### config.mk
export PLATFORM = sky130hd
export DESIGN_NAME = atme_ctrl
export DESIGN_NICKNAME = d
export VERILOG_FILES = /design/src/atme_pkg.sv /design/src/atme_ctrl.sv
export VERILOG_INCLUDE_DIRS = /design/src /design/src/src
export SDC_FILE = /design/constraint.sdc
export NUM_CORES = 1
export LEC_CHECK = 0
export BUFFER_PORTS_ARGS = -buffer_cell sky130_fd_sc_hd__buf_2
export CAP_MARGIN = 30
export CORE_AREA = 10 10 47 49
export DETAILED_ROUTE_END_ITERATION = 8
export DIE_AREA = 0 0 57 59
export HOLD_SLACK_MARGIN = 0.03
export PLACE_DENSITY = 0.73
export SLEW_MARGIN = 20
export SYNTH_ARGS = -nofsm -noshare
export SYNTH_HDL_FRONTEND = slang
export SYNTH_SLANG_ARGS = --single-unit
### constraint.sdc
create_clock -name i_clk -period 2.05 [get_ports i_clk]
set_input_delay 0.205 -clock i_clk [delete_from_list [all_inputs] [get_ports i_clk]]
set_output_delay 0.205 -clock i_clk [all_outputs]
set_load 0.02 [all_outputs]
### src/affine_transform_matrix_engine_unit_macros.svh
// assertion macros shared by the transform engine modules
// expects i_clk and i_rst_n in the module that uses them
`ifndef AFFINE_TRANSFORM_MATRIX_ENGINE_UNIT_MACROS_SVH
`define AFFINE_TRANSFORM_MATRIX_ENGINE_UNIT_MACROS_SVH
`ifndef ASSERT_OFF
`define ATME_ASSERT(lbl, prop) \
    lbl: assert property (@(posedge i_clk) disable iff (!i_rst_n) prop) \
        else $error("transform engine check failed");
`define ATME_ASSERT_NEXT(lbl, ante, cons) \
    lbl: assert property (@(posedge i_clk) disable iff (!i_rst_n) ante |=> cons) \
        else $error("transform engine sequence check failed");
`else
`define ATME_ASSERT(lbl, prop)
`define ATME_ASSERT_NEXT(lbl, ante, cons)
`endif
`endif

### src/atme_pkg.sv
// types and constants of the 4x4 transform engine
// used by the controller, the datapath and the top level
package atme_pkg;

    typedef enum logic [2:0] {
        OP_IDENTITY  = 3'd0,
        OP_WR_CUR    = 3'd1,
        OP_WR_OPD    = 3'd2,
        OP_COMPOSE   = 3'd3,
        OP_TRANSLATE = 3'd4,
        OP_OFFSET    = 3'd5,
        OP_TRANSFORM = 3'd6
    } t_op;

    typedef enum logic [2:0] {
        ST_IDLE,
        ST_EXEC,
        ST_ISSUE,
        ST_DRAIN,
        ST_DONE
    } t_state;

    // commands from the controller to the datapath
    typedef struct packed {
        logic       load;
        logic       exec;
        logic       issue;
        logic [1:0] row;
        logic [1:0] col;
    } t_dp_cmd;

    // status back to the controller
    typedef struct packed {
        logic pipe_busy;
    } t_dp_status;

    localparam int unsigned ENTRY_W = 32;
    localparam int unsigned PROD_W  = 2 * ENTRY_W;
    localparam int unsigned SUM_W   = PROD_W + 2;
    localparam logic [1:0]  LAST_COL = 2'd3;

endpackage

### src/atme_ctrl.sv
// controller state machine of the transform engine
// depends on atme_pkg and the assertion macro header
`include "affine_transform_matrix_engine_unit_macros.svh"

module atme_ctrl (
    input  logic                 i_clk,
    input  logic                 i_rst_n,
    input  logic                 start,
    input  atme_pkg::t_op        i_op,
    input  atme_pkg::t_dp_status i_status,
    output atme_pkg::t_dp_cmd    o_cmd,
    output logic                 busy,
    output logic                 o_strobe
);
    import atme_pkg::*;

    t_state     r_state, n_state;
    logic [3:0] r_cnt, n_cnt;
    t_op        r_op, n_op;
    logic       last_issue;

    always_ff @(posedge i_clk) begin
        if (!i_rst_n) begin
            r_state <= ST_IDLE;
            r_cnt   <= '0;
            r_op    <= OP_IDENTITY;
        end else begin
            r_state <= n_state;
            r_cnt   <= n_cnt;
            r_op    <= n_op;
        end
    end

    always_comb begin
        n_state    = r_state;
        n_cnt      = r_cnt;
        n_op       = r_op;
        o_cmd      = '0;
        busy       = 1'b1;
        o_strobe   = 1'b0;
        last_issue = 1'b0;
        unique case (r_state)
            ST_IDLE: begin
                busy = 1'b0;
                if (start) begin
                    o_cmd.load = 1'b1;
                    n_op       = i_op;
                    n_cnt      = '0;
                    if (i_op == OP_COMPOSE || i_op == OP_TRANSLATE
                        || i_op == OP_TRANSFORM) begin
                        n_state = ST_ISSUE;
                    end else begin
                        n_state = ST_EXEC;
                    end
                end
            end
            ST_EXEC: begin
                o_cmd.exec = 1'b1;
                n_state    = ST_DONE;
            end
            ST_ISSUE: begin
                o_cmd.issue = 1'b1;
                if (r_op == OP_COMPOSE) begin
                    o_cmd.row  = r_cnt[3:2];
                    o_cmd.col  = r_cnt[1:0];
                    last_issue = (r_cnt == 4'd15);
                end else begin
                    o_cmd.row  = r_cnt[1:0];
                    o_cmd.col  = LAST_COL;
                    last_issue = (r_op == OP_TRANSLATE) ? (r_cnt == 4'd3) : (r_cnt == 4'd2);
                end
                if (last_issue) begin
                    n_state = ST_DRAIN;
                end else begin
                    n_cnt = r_cnt + 4'd1;
                end
            end
            ST_DRAIN: begin
                if (!i_status.pipe_busy) begin
                    n_state = ST_DONE;
                end
            end
            ST_DONE: begin
                o_strobe = 1'b1;
                n_state  = ST_IDLE;
            end
            default: begin
                n_state = ST_IDLE;
            end
        endcase
    end

    `ATME_ASSERT_NEXT(a_accept_busy, start && !busy, busy)
    `ATME_ASSERT_NEXT(a_strobe_idle, o_strobe, !busy)
    `ATME_ASSERT(a_strobe_after_work, o_strobe |-> $past(busy))
    `ATME_ASSERT(a_issue_not_idle, o_cmd.issue |-> busy && !o_strobe)

endmodule

# Word level (Yosys, flattened, before mapping)
# Index checks and enable logic that the tools add are counted.
# totals
reg_bits	10
latchBits	0
ram_bits	0
romBits	0
out_inout_bits	9
wordCells	45
memories	0
# classes
n_addsub	1
mul	0
div	0
n_lt_le_gt_ge	0
eq_ne	16
shift	0
n_mux	18
n_bitwise	0
n_reduce_logical	7
# op_table
operator	n
equality test 3 x 2 -> 1 bit (second input constant)	4
equality test 3 bit (second input constant)	4
two-way mux 4 bit	3
one-hot mux 3 bit (4 select lines)	1
two-way mux 3 bit	3
equality test 4 x 2 -> 1 bit (second input constant)	2
two-way mux 1 bit	8
inequality test 2 bit (second input constant)	4
one-hot mux 4 bit (2 select lines)	1
AND reduction 3 bit	2
two-way mux 5 bit	1
adder 4 x 1 -> 4 bit (second input constant)	1
equality test 4 bit (second input constant)	1
equality test 3 x 1 -> 1 bit (second input constant)	1
zero test 3 bit	1
logical OR 1 bit	2
two-way mux 2 bit	1
AND reduction 2 bit	1
nonzero test 2 bit	1

# Longest topological paths before layout
# Gate-level depths: netlist (run 1).
# logic_depth
depth_word	6
ltp_mapped	6
ltp_nobuf	5

# Worst setup path after synthesis (run 1)
# No wires, ideal clock.
# synth_timing
kind	reg-to-reg
startpoint	register r_state[0]
endpoint	register r_cnt[3]
setup_ns	0.120
arrival_ns	1.574
required_time_ns	1.930
path_slack_ns	0.356
path_stages_with_launch	7
n_path_buf	2
cell_sequence	dfxtp_1 > buf_6 > or3_4 > or2_0 > buf_6 > and3_1 > o31a_1
# synth_between
elab_chain_cells	3
elab_cells_between_ends	7
# synth_lines
element	line	text
start, declared	atme_ctrl.sv:17	t_state r_state, n_state;
start signal, assigned	atme_ctrl.sv:28	r_state <= n_state;
equality test 3 x 2 -> 1 bit / zero test 3 bit (equally long branches)	atme_ctrl.sv:42	unique case (r_state)
inequality test 2 bit (no line) / nonzero test 2 bit (equally long branches)	n/a	
AND reduction 3 bit (no line)	n/a	
end signal, assigned	atme_ctrl.sv:29	r_cnt <= n_cnt;
end, declared	atme_ctrl.sv:18	logic [3:0] r_cnt, n_cnt;
# Several ways; a longest one is shown, not always the timed one.
# A chain may end at the register's enable or synchronous reset.

==> results of run 1 <==
[final timing paths]
path / slack, ps / to / cells after the start
max: 170 / o_cmd[6] / 5
max reg2reg: 400 / r_cnt[3] / 5
min reg2reg: 510 / r_op[2] / 2
min: 210 / r_op[0] / 3
[final cells by class]
class | count | area [sq um] | area share [%]
clock buffer | 3 | 22.5 | 3.13
sequential | 10 | 200 | 27.8
multi-input combinational | 60 | 372 | 51.7
inverter | 6 | 22.5 | 3.13
timing repair buffer | 16 | 82.6 | 11.5
tap | 16 | 20.0 | 2.78
[cells in the final DEF (no fill, tap or decap)]
| cell type | instances |
|---|---|
| a21oi_1 | 6 |
| a22oi_2 | 1 |
| and3_1 | 1 |
| and3b_1 | 1 |
| buf_2 | 15 |
| buf_4 | 1 |
| clkbuf_4 | 3 |
| dfxtp_1 | 10 |
| ha_1 | 1 |
| inv_1 | 6 |
| mux2i_1 | 6 |
| nand2_1 | 7 |
| nand2b_1 | 2 |
| nand3_1 | 3 |
| nand4_1 | 1 |
| nor2_1 | 12 |
| nor2b_1 | 1 |
| nor3_1 | 2 |
| nor3b_1 | 4 |
| nor4b_1 | 1 |
| o211a_1 | 1 |
| o21a_1 | 1 |
| o21ai_0 | 3 |
| o31a_1 | 2 |
| or2_0 | 1 |
| or3_1 | 1 |
| or3_4 | 1 |
| or4_1 | 1 |
[worst max-delay path, delay by kind of cell (launching register included)]
kind	cells	cell delay [ps]
flops	1	370
buf+inv	3	390
simple gates	2	660
[sequential cells by signal (all words and copies together) (netlist names)]
name,flops
r_cnt,4
r_op,3
r_state,3
[power by group through the flow]
stage | combinational (uW) | sequential, uW | clock [uW]
floorplan | 97.5 | 219 | 0
global placement | 117 | 225 | 0
detailed placement | 119 | 226 | 0
CTS | 120 | 221 | 135
global route | 132 | 224 | 144
finish | 118 | 222 | 128
[cell families after synthesis]
logic type / count (synthesis) / share of synthesized area, %
DFF: 10 / 31.7
and+or+nand+nor: 39 / 32.7
adders and majority gates: 1 / 1.98
buffers and inverters: 10 / 9.50
muxes: 6 / 9.51
AOI/OAI and AO/OA: 14 / 14.7
[metal layers]
layer | routed length, um | vias up | GRT usage, %
met3 | 38 | 0 | 3.00
met4 | 0 | 0 | 4.03
met5 | 0 | - | 0
li1 | - | 309 | -
met1 | 606 | 268 | 9.76
met2 | 718 | 8 | 14.9
[through the flow]
step | cell area, sq um | setup slack (ps) | total power, uW | instances | utilization [%]
2_1_floorplan | 632 | 356 | 317 | 80 | -
3_3_place_gp | 697 | 418 | 342 | 108 | 49.7
3_5_place_dp | 697 | 418 | 345 | 108 | 49.7
4_1_cts | 719 | 154 | 476 | 111 | 51.3
5_1_grt | 719 | 90.4 | 501 | 111 | 51.3
6_report | 719 | 174 | 467 | 111 | 51.3
==> impl_metrics.csv, run 1 <==
group,metric,value,unit
route,ant_nets,0,
critical_path,worst-path-max-fanout,7,
grt,overflow,0,
timing,setup_violations,0,
route,dr.pass1.iters,4,
worst_hold_path,holdCritStartpoint,"i_op[0]",
timing,slew_headroom,81.7,%
timing,clock.fmax,533,MHz
timing,tns,0,ps
timing,fin_crit,1880,ps
power_and_ir_drop,p_per_area,650,mW/mm^2
grt,grt_max_degree,11,
route,drt_iter0_drc,11,
cts,cts_resized,0,
die,fp.dieArea,0.00336,sq mm
timing,clock_skew,4.98,ps
critical_path,startpoint_type,"flip-flop",
timing,post-route-period-util,91.5,%
cells_and_area,fill_cells,147,
place,gp_congestion,0.750,
timing,hold_viol,0,
cts,holdBufCountCts,0,
timing,whs,212,ps
die,initial_utilization,45.1,%
cts,clock_path_buffers,2,
die,die_w,57,um
grt,grt_pass1_vias,589,
die,core_area,0.00140,sq mm
cts,h-tree-depth,1,
critical_path,cp-end-kind,"primary output",
synthesis,synth-seq-area-share,31.7,%
synthesis,synth_top_cell_by_area,"dfxtp_1",
cts,cts_root_buf,"clkbuf_4",
synthesis,syn-num-nets,88,
power_and_ir_drop,intPower,324,uW
timing,rsz0062_at_grt,"no",
synthesis,syn_area_per_cell,7.90,sq um
timing,tightest_slew,273,ps
synthesis,syn_area,632,sq um
outcome,status,"finished clean",
die,rows,14,
route,viasPerCell,5.27,
route,vias,585,
cts,cts_buffers,3,
cells_and_area,diodes,0,
synthesis,synth_top_area_share,31.7,%
synthesis,ys_top_cells_by_count,"nor2_1 (12), dfxtp_1 (10), nand2_1 (7)",
power_and_ir_drop,pwr-share-seq,47.4,%
grt,grt_antenna_before_repair,0,
power_and_ir_drop,p_leak,0.000355,uW
cells_and_area,area_growth,13.9,%
cts,path_clk_slew,60,ps
place,io_buffers,15,
critical_path,cp_slowest_stage_delay,400,ps
synthesis,yosysMostFrequentCell,"nor2_1",
route,routedWlPerCell,12.3,um
synthesis,async_reset_ff_share,0,%
critical_path,worstPathCellList,"or3_4 -> or2_0 -> buf_4 -> inv_1 -> buf_2",
die,die_h,59,um
synthesis,ys.flop_type,"dfxtp_1",
grt,grtUsageTotal,8.82,%
critical_path,r2r-start,"r_op[2]",
synthesis,synth-edff-count,0,
critical_path,cp.required,1850,ps
synthesis,ys_ff_latch,10,
cts,clk_latency,260,ps
critical_path,crit_type,"flip-flop to primary output",
power_and_ir_drop,power.net_switching,143,uW
cells_and_area,drive_gt1_share,22.1,%
synthesis,synth_warnings,0,
critical_path,crit_start,"r_state[2]",
power_and_ir_drop,vdd_drop_max,0.363,mV
cts,post_cts_buffers,0,
die,pin_count,16,
cts,cts.sinks,10,
timing,slew_violations,0,
route,drc,0,
power_and_ir_drop,pwr-share-clk,27.3,%
synthesis,synthTopCellsByArea,"dfxtp_1 (32%), mux2i_1 (9.5%), nor2_1 (7.1%), buf_6 (5.3%), a21oi_1 (4.8%)",
cts,cts_tree,"built",
worst_hold_path,hold_path_class,"input port to flip-flop",
synthesis,ys_types,27,
cells_and_area,fin_nets,105,
critical_path,crit_arrival,1670,ps
place,dp_hpwl,1.10,mm
power_and_ir_drop,combPwrFrac,25.2,%
run,cap_violations,0,
power_and_ir_drop,switching_share,30.7,%
route,drt_wl_total,1.36,mm
critical_path,crit_slowest_cell,"or3_4",
synthesis,postSynthCellCount,80,
grt,grt_pass1_wl,2.47,mm
Power figures use the tool's default switching activity.
==> run 2: changes to the inputs <==
--- a/config.mk
+++ b/config.mk
@@ -10,4 +10,5 @@
 export CAP_MARGIN = 30
 export CORE_AREA = 10 10 47 49
+export CTS_CLUSTER_DIAMETER = 30
 export DETAILED_ROUTE_END_ITERATION = 8
 export DIE_AREA = 0 0 57 59
==> constraint.sdc (replaced) <==
create_clock -name i_clk -period 2.05 [get_ports i_clk]
set_input_delay 0.41 -clock i_clk [delete_from_list [all_inputs] [get_ports i_clk]]
set_output_delay 0.41 -clock i_clk [all_outputs]
set_load 0.02 [all_outputs]
==> run 2 against run 1 <==
  * Non-clock buffer count unchanged
  * First-iteration DRC count shrank 36%
  * Maximum frequency is 4.6% lower
==> impl_metrics.csv, run 2 (same netlist as run 1, synthesis figures left out) <==
group,metric,value,unit
route,vias,597,
worst_hold_path,hold_path_class,"input port to flip-flop",
cts,holdBufCountCts,0,
critical_path,reg2regPathDepth,4,
die,rows,14,
grt,grt_max_degree,11,
critical_path,crit_arrival,1560,ps
route,drt_wl_total,1.40,mm
power_and_ir_drop,p_leak,0.000362,uW
cells_and_area,layout_common_cells,"buf_2 (15), nor2_1 (12), dfxtp_1 (10), nand2_1 (7)",
run,cap_violations,0,
grt,grt_antenna_before_repair,0,
timing,clock_skew,8.98,ps
critical_path,reg2reg_to,"r_cnt[3]",
place,dpl.cell_count,108,
cts,post_cts_buffers,0,
die,die_h,59,um
die,die_w,57,um
grt,overflow,0,
worst_hold_path,hold_end,"r_op[1]",
place,gp_congestion,0.756,
grt,grtUsageTotal,8.60,%
route,routedWlPerCell,12.5,um
cts,cts_root_buf,"clkbuf_4",
timing,setup_violations,0,
grt,grt_pass1_vias,570,
route,drt-met1-wl,609,um
cts,h-tree-depth,1,
cts,cts_tree,"built",
timing,slew_violations,0,
critical_path,ff2ff_setup_slack,400,ps
cells_and_area,regMostFlops,"r_cnt",
cells_and_area,drive_gt1_share,22.9,%
worst_hold_path,holdPathStages,3,
route,dr.pass1.iters,3,
route,viasPerCell,5.33,
timing,whs,399,ps
power_and_ir_drop,p_per_area,718,mW/mm^2
cts,clk_latency,280,ps
timing,tightest_slew,314,ps
critical_path,crit_type,"flip-flop to primary output",
route,wl_met3,57,um
place,dpl_cell_area,697,sq um
die,fp.dieArea,0.00336,sq mm
place,io_buffers,15,
cells_and_area,diodes,0,
route,top_layer,"met4",
grt,grt_pass1_wl,2.38,mm
cells_and_area,reg_top3,"r_cnt: 4 flops, r_op: 3 flops, r_state: 3 flops",
critical_path,cp.required,1640,ps
critical_path,cp-end-kind,"primary output",
cells_and_area,final_common_cell,"buf_2",
die,initial_utilization,45.1,%
die,pin_count,16,
timing,hold_viol,0,
critical_path,worst-path-max-fanout,7,
critical_path,r2r-start,"r_state[2]",
worst_hold_path,holdCritStartpoint,"i_op[1]",
power_and_ir_drop,vdd_drop_max,0.361,mV
cells_and_area,final_cells,112,
route,dr_wl_met2,712,um
timing,tns,0,ps
cells_and_area,largest_register_ffs,4,
cells_and_area,area_growth,16.0,%
cts,clock_path_buffers,2,
cts,path_clk_slew,60,ps
cts,cts.sinks,10,
timing,slew_headroom,79.0,%
timing,fin_crit,1970,ps
cells_and_area,fin_area,733,sq um
timing,clock.fmax,509,MHz
cts,cts_resized,0,
timing,post-route-period-util,95.9,%
die,core_area,0.00140,sq mm
route,drc,0,
critical_path,startpoint_type,"flip-flop",
cts,cts_buffers,3,
place,dp_hpwl,1.11,mm
cells_and_area,fin_nets,105,
timing,rsz0062_at_grt,"no",
route,drt_iter0_drc,7,
route,ant_nets,0,
outcome,status,"finished clean",
[run 2: changes by cell type in the layout (fill, tap and decap cells not counted), sizes merged]
cell,before,now
clkbuf,3,4
[run 2: how the worst max path moves through the flow]
stage	start	endpoint	depth (start not counted)
2_1_floorplan	r_state[0]	r_cnt[3]	6
3_3_place_gp	r_state[2]	o_cmd[6]	4
3_5_place_dp	r_state[2]	o_cmd[6]	4
4_1_cts	r_state[2]	o_cmd[6]	4
5_1_grt	r_state[2]	o_cmd[6]	4
6_report	r_state[2]	o_cmd[6]	4
[run 2: worst max-delay path: stages (launching register included)]
cell,delay [ps]
dfxtp_1,370
or3_4,410
or2_0,270
inv_1,70
buf_2,160
[run 2: per-layer routing]
metal | track usage, % | vias up
li1 | - | 309
met2 | 15.5 | 9
met5 | 0 | -
met4 | 4.03 | 0
met3 | 3.22 | 2
met1 | 8.56 | 277
[run 2: area by class of cell]
| type | count | area (sq um) |
|---|---|---|
| repair buffers | 16 | 82.6 |
| fillers | 144 | 668 |
| multi-input cells | 60 | 372 |
| inverters | 6 | 22.5 |
| clock buffers | 4 | 36.3 |
| flip-flops and latches | 10 | 200 |
| well taps | 16 | 20.0 |
[run 2: power by group]
part / leakage [uW] / internal, uW / switching, uW
registers: 0.0000815 / 206 / 15.8
logic: 0.000260 / 50.0 / 67.8
clock network: 0.0000210 / 108 / 78.8
total: 0.000362 / 364 / 162
[run 2: stage by stage]
stage | utilization [%] | setup slack, ps | total power (uW)
after floorplan | - | 356 | 317
after global placement | 49.7 | 425 | 342
after detailed placement | 49.7 | 403 | 345
after CTS | 52.3 | 98.5 | 530
after global routing | 52.3 | 20.2 | 552
final | 52.3 | 84.4 | 527
==> run 3: changes to the inputs <==
Settings changed: CORE_AREA 10 10 47 49 to not set, CORE_MARGIN set to 10, CORE_UTILIZATION set to 45, DIE_AREA 0 0 57 59 to not set, PLACE_DENSITY 0.73 to 0.69.
==> run 3 against run 2 <==
  * Combinational power hardly changed
  * Hold slack gained 6.7 ps
  * Count of clock-buffer cells in the layout unchanged
  * Highest routed layer unchanged
  * Largest cell class unchanged
  * Critical path depth unchanged
==> impl_metrics.csv, run 3 (same netlist as run 1, synthesis figures left out) <==
group,metric,value,unit
worst_hold_path,hold_path_class,"input port to flip-flop",
critical_path,cp-end-kind,"primary output",
place,dpl_cell_area,696,sq um
power_and_ir_drop,combPwrFrac,22.8,%
power_and_ir_drop,power.net_switching,152,uW
power_and_ir_drop,p_leak,0.000362,uW
route,routedWlPerCell,12.5,um
power_and_ir_drop,p_per_area,705,mW/mm^2
cts,cts_root_buf,"clkbuf_4",
cts,cts_tree,"built",
cells_and_area,layout_common_cells,"buf_2 (15), nor2_1 (12), dfxtp_1 (10), nand2_1 (7)",
timing,tns,0,ps
cells_and_area,area_growth,15.8,%
place,io_buffers,15,
route,dr.pass1.iters,4,
critical_path,ff2ff_setup_slack,400,ps
place,dp_hpwl,1.09,mm
cts,cts_resized,0,
cts,cts_buffers,3,
timing,slew_violations,0,
power_and_ir_drop,pwr-share-seq,42.9,%
critical_path,crit_start,"r_state[1]",
grt,overflow,0,
critical_path,worst-path-max-fanout,8,
critical_path,endpoint,"o_cmd[6]",
timing,fin_crit,1920,ps
timing,clock_skew,3.59,ps
cts,clock_path_buffers,2,
critical_path,r2r-start,"r_op[2]",
power_and_ir_drop,vdd_drop_max,0.359,mV
die,pin_count,16,
critical_path,crit_buf_inv,2,
route,viasPerCell,5.19,
critical_path,cp.required,1640,ps
grt,grt_max_degree,11,
route,drc,0,
die,core_area,0.00132,sq mm
cts,clk_latency,260,ps
grt,grt_antenna_before_repair,0,
cells_and_area,final_common_cell,"buf_2",
route,drt_wl_total,1.39,mm
critical_path,cp_slowest_stage_delay,380,ps
critical_path,worstSetupPathDepth,4,
outcome,status,"finished clean",
timing,post-route-period-util,93.7,%
cells_and_area,largest_register_ffs,4,
grt,grt_pass1_wl,2.36,mm
grt,grt_pass1_vias,567,
cells_and_area,regMostFlops,"r_cnt",
timing,hold_viol,0,
timing,setup_violations,0,
run,cap_violations,0,
route,drt_iter0_drc,11,
timing,tightest_slew,332,ps
critical_path,path_delay_family,"simple AND/OR/NAND/NOR gates",
timing,clock.fmax,520,MHz
die,rows,13,
cells_and_area,fin_area,732,sq um
cts,h-tree-depth,1,
route,ant_nets,0,
cells_and_area,fin_nets,105,
critical_path,crit_type,"flip-flop to primary output",
cells_and_area,diodes,0,
cts,holdBufCountCts,0,
cells_and_area,reg_top3,"r_cnt: 4 flops, r_op: 3 flops, r_state: 3 flops",
grt,grtUsageTotal,8.49,%
die,die_w,57.5,um
timing,rsz0062_at_grt,"no",
cts,cts.sinks,10,
critical_path,reg2reg_to,"r_cnt[3]",
power_and_ir_drop,pwr-share-clk,34.3,%
power_and_ir_drop,switching_share,29.5,%
power_and_ir_drop,intPower,364,uW
critical_path,crit_arrival,1510,ps
cts,post_cts_buffers,0,
die,fp.dieArea,0.00330,sq mm
critical_path,startpoint_type,"flip-flop",
critical_path,worstPathCellList,"or3_4 -> or2_0 -> inv_1 -> buf_2",
timing,slew_headroom,77.8,%
cts,path_clk_slew,70,ps
die,die_h,57.5,um
die,initial_utilization,48.0,%
route,vias,576,
critical_path,reg2regPathDepth,5,
place,gp_congestion,0.747,
critical_path,crit_slowest_cell,"dfxtp_1",
cells_and_area,drive_gt1_share,22.9,%
[run 3: final cells by class]
type | count | area [sq um]
clock buffer | 4 | 36.3
fill | 141 | 586
inverter | 6 | 22.5
multi-input combinational | 60 | 372
sequential | 10 | 200
tap | 15 | 18.8
timing repair buffer | 16 | 82.6
[run 3: worst min-delay path: cells and delay by family]
kind	cells	cell delay [ps]
buf+inv	1	90
simple gates	1	70
mux	1	60
[run 3: how the worst min path moves through the flow]
| stage | startpoint | end | depth (start not counted) |
|---|---|---|---|
| after floorplan | r_op[2] | r_op[2] | 2 |
| after global placement | r_op[2] | r_op[2] | 2 |
| after detailed placement | r_op[2] | r_op[2] | 2 |
| after CTS | i_op[2] | r_op[2] | 3 |
| after global routing | i_op[2] | r_op[2] | 3 |
| final | i_op[2] | r_op[2] | 3 |
[run 3: through the flow]
stage / std cells / util [%] / hold WS [ps] / power [uW] / worst slack, ps
4_1_cts: 111 / 55.6 / 406 / 523 / 113
6_report: 111 / 55.6 / 406 / 516 / 128
3_3_place_gp: 107 / 52.8 / 499 / 342 / 428
2_1_floorplan: 80 / - / 470 / 317 / 356
3_5_place_dp: 107 / 52.8 / 511 / 345 / 403
5_1_grt: 111 / 55.6 / 433 / 549 / 55.9
[run 3: routing by layer]
metal	wire (um)	up-vias	GRT usage, %
met2	580	15	12.1
met1	696	251	10.6
met4	12	0	3.02
li1	-	308	-
met5	0	-	0
met3	95	2	4.20
[run 3: power groups by stage]
stage / clock network (uW) / logic (uW) / registers [uW]
6_report: 177 / 118 / 221
5_1_grt: 191 / 134 / 224
4_1_cts: 182 / 120 / 221
3_5_place_dp: 0 / 119 / 226
3_3_place_gp: 0 / 117 / 225
2_1_floorplan: 0 / 97.5 / 219
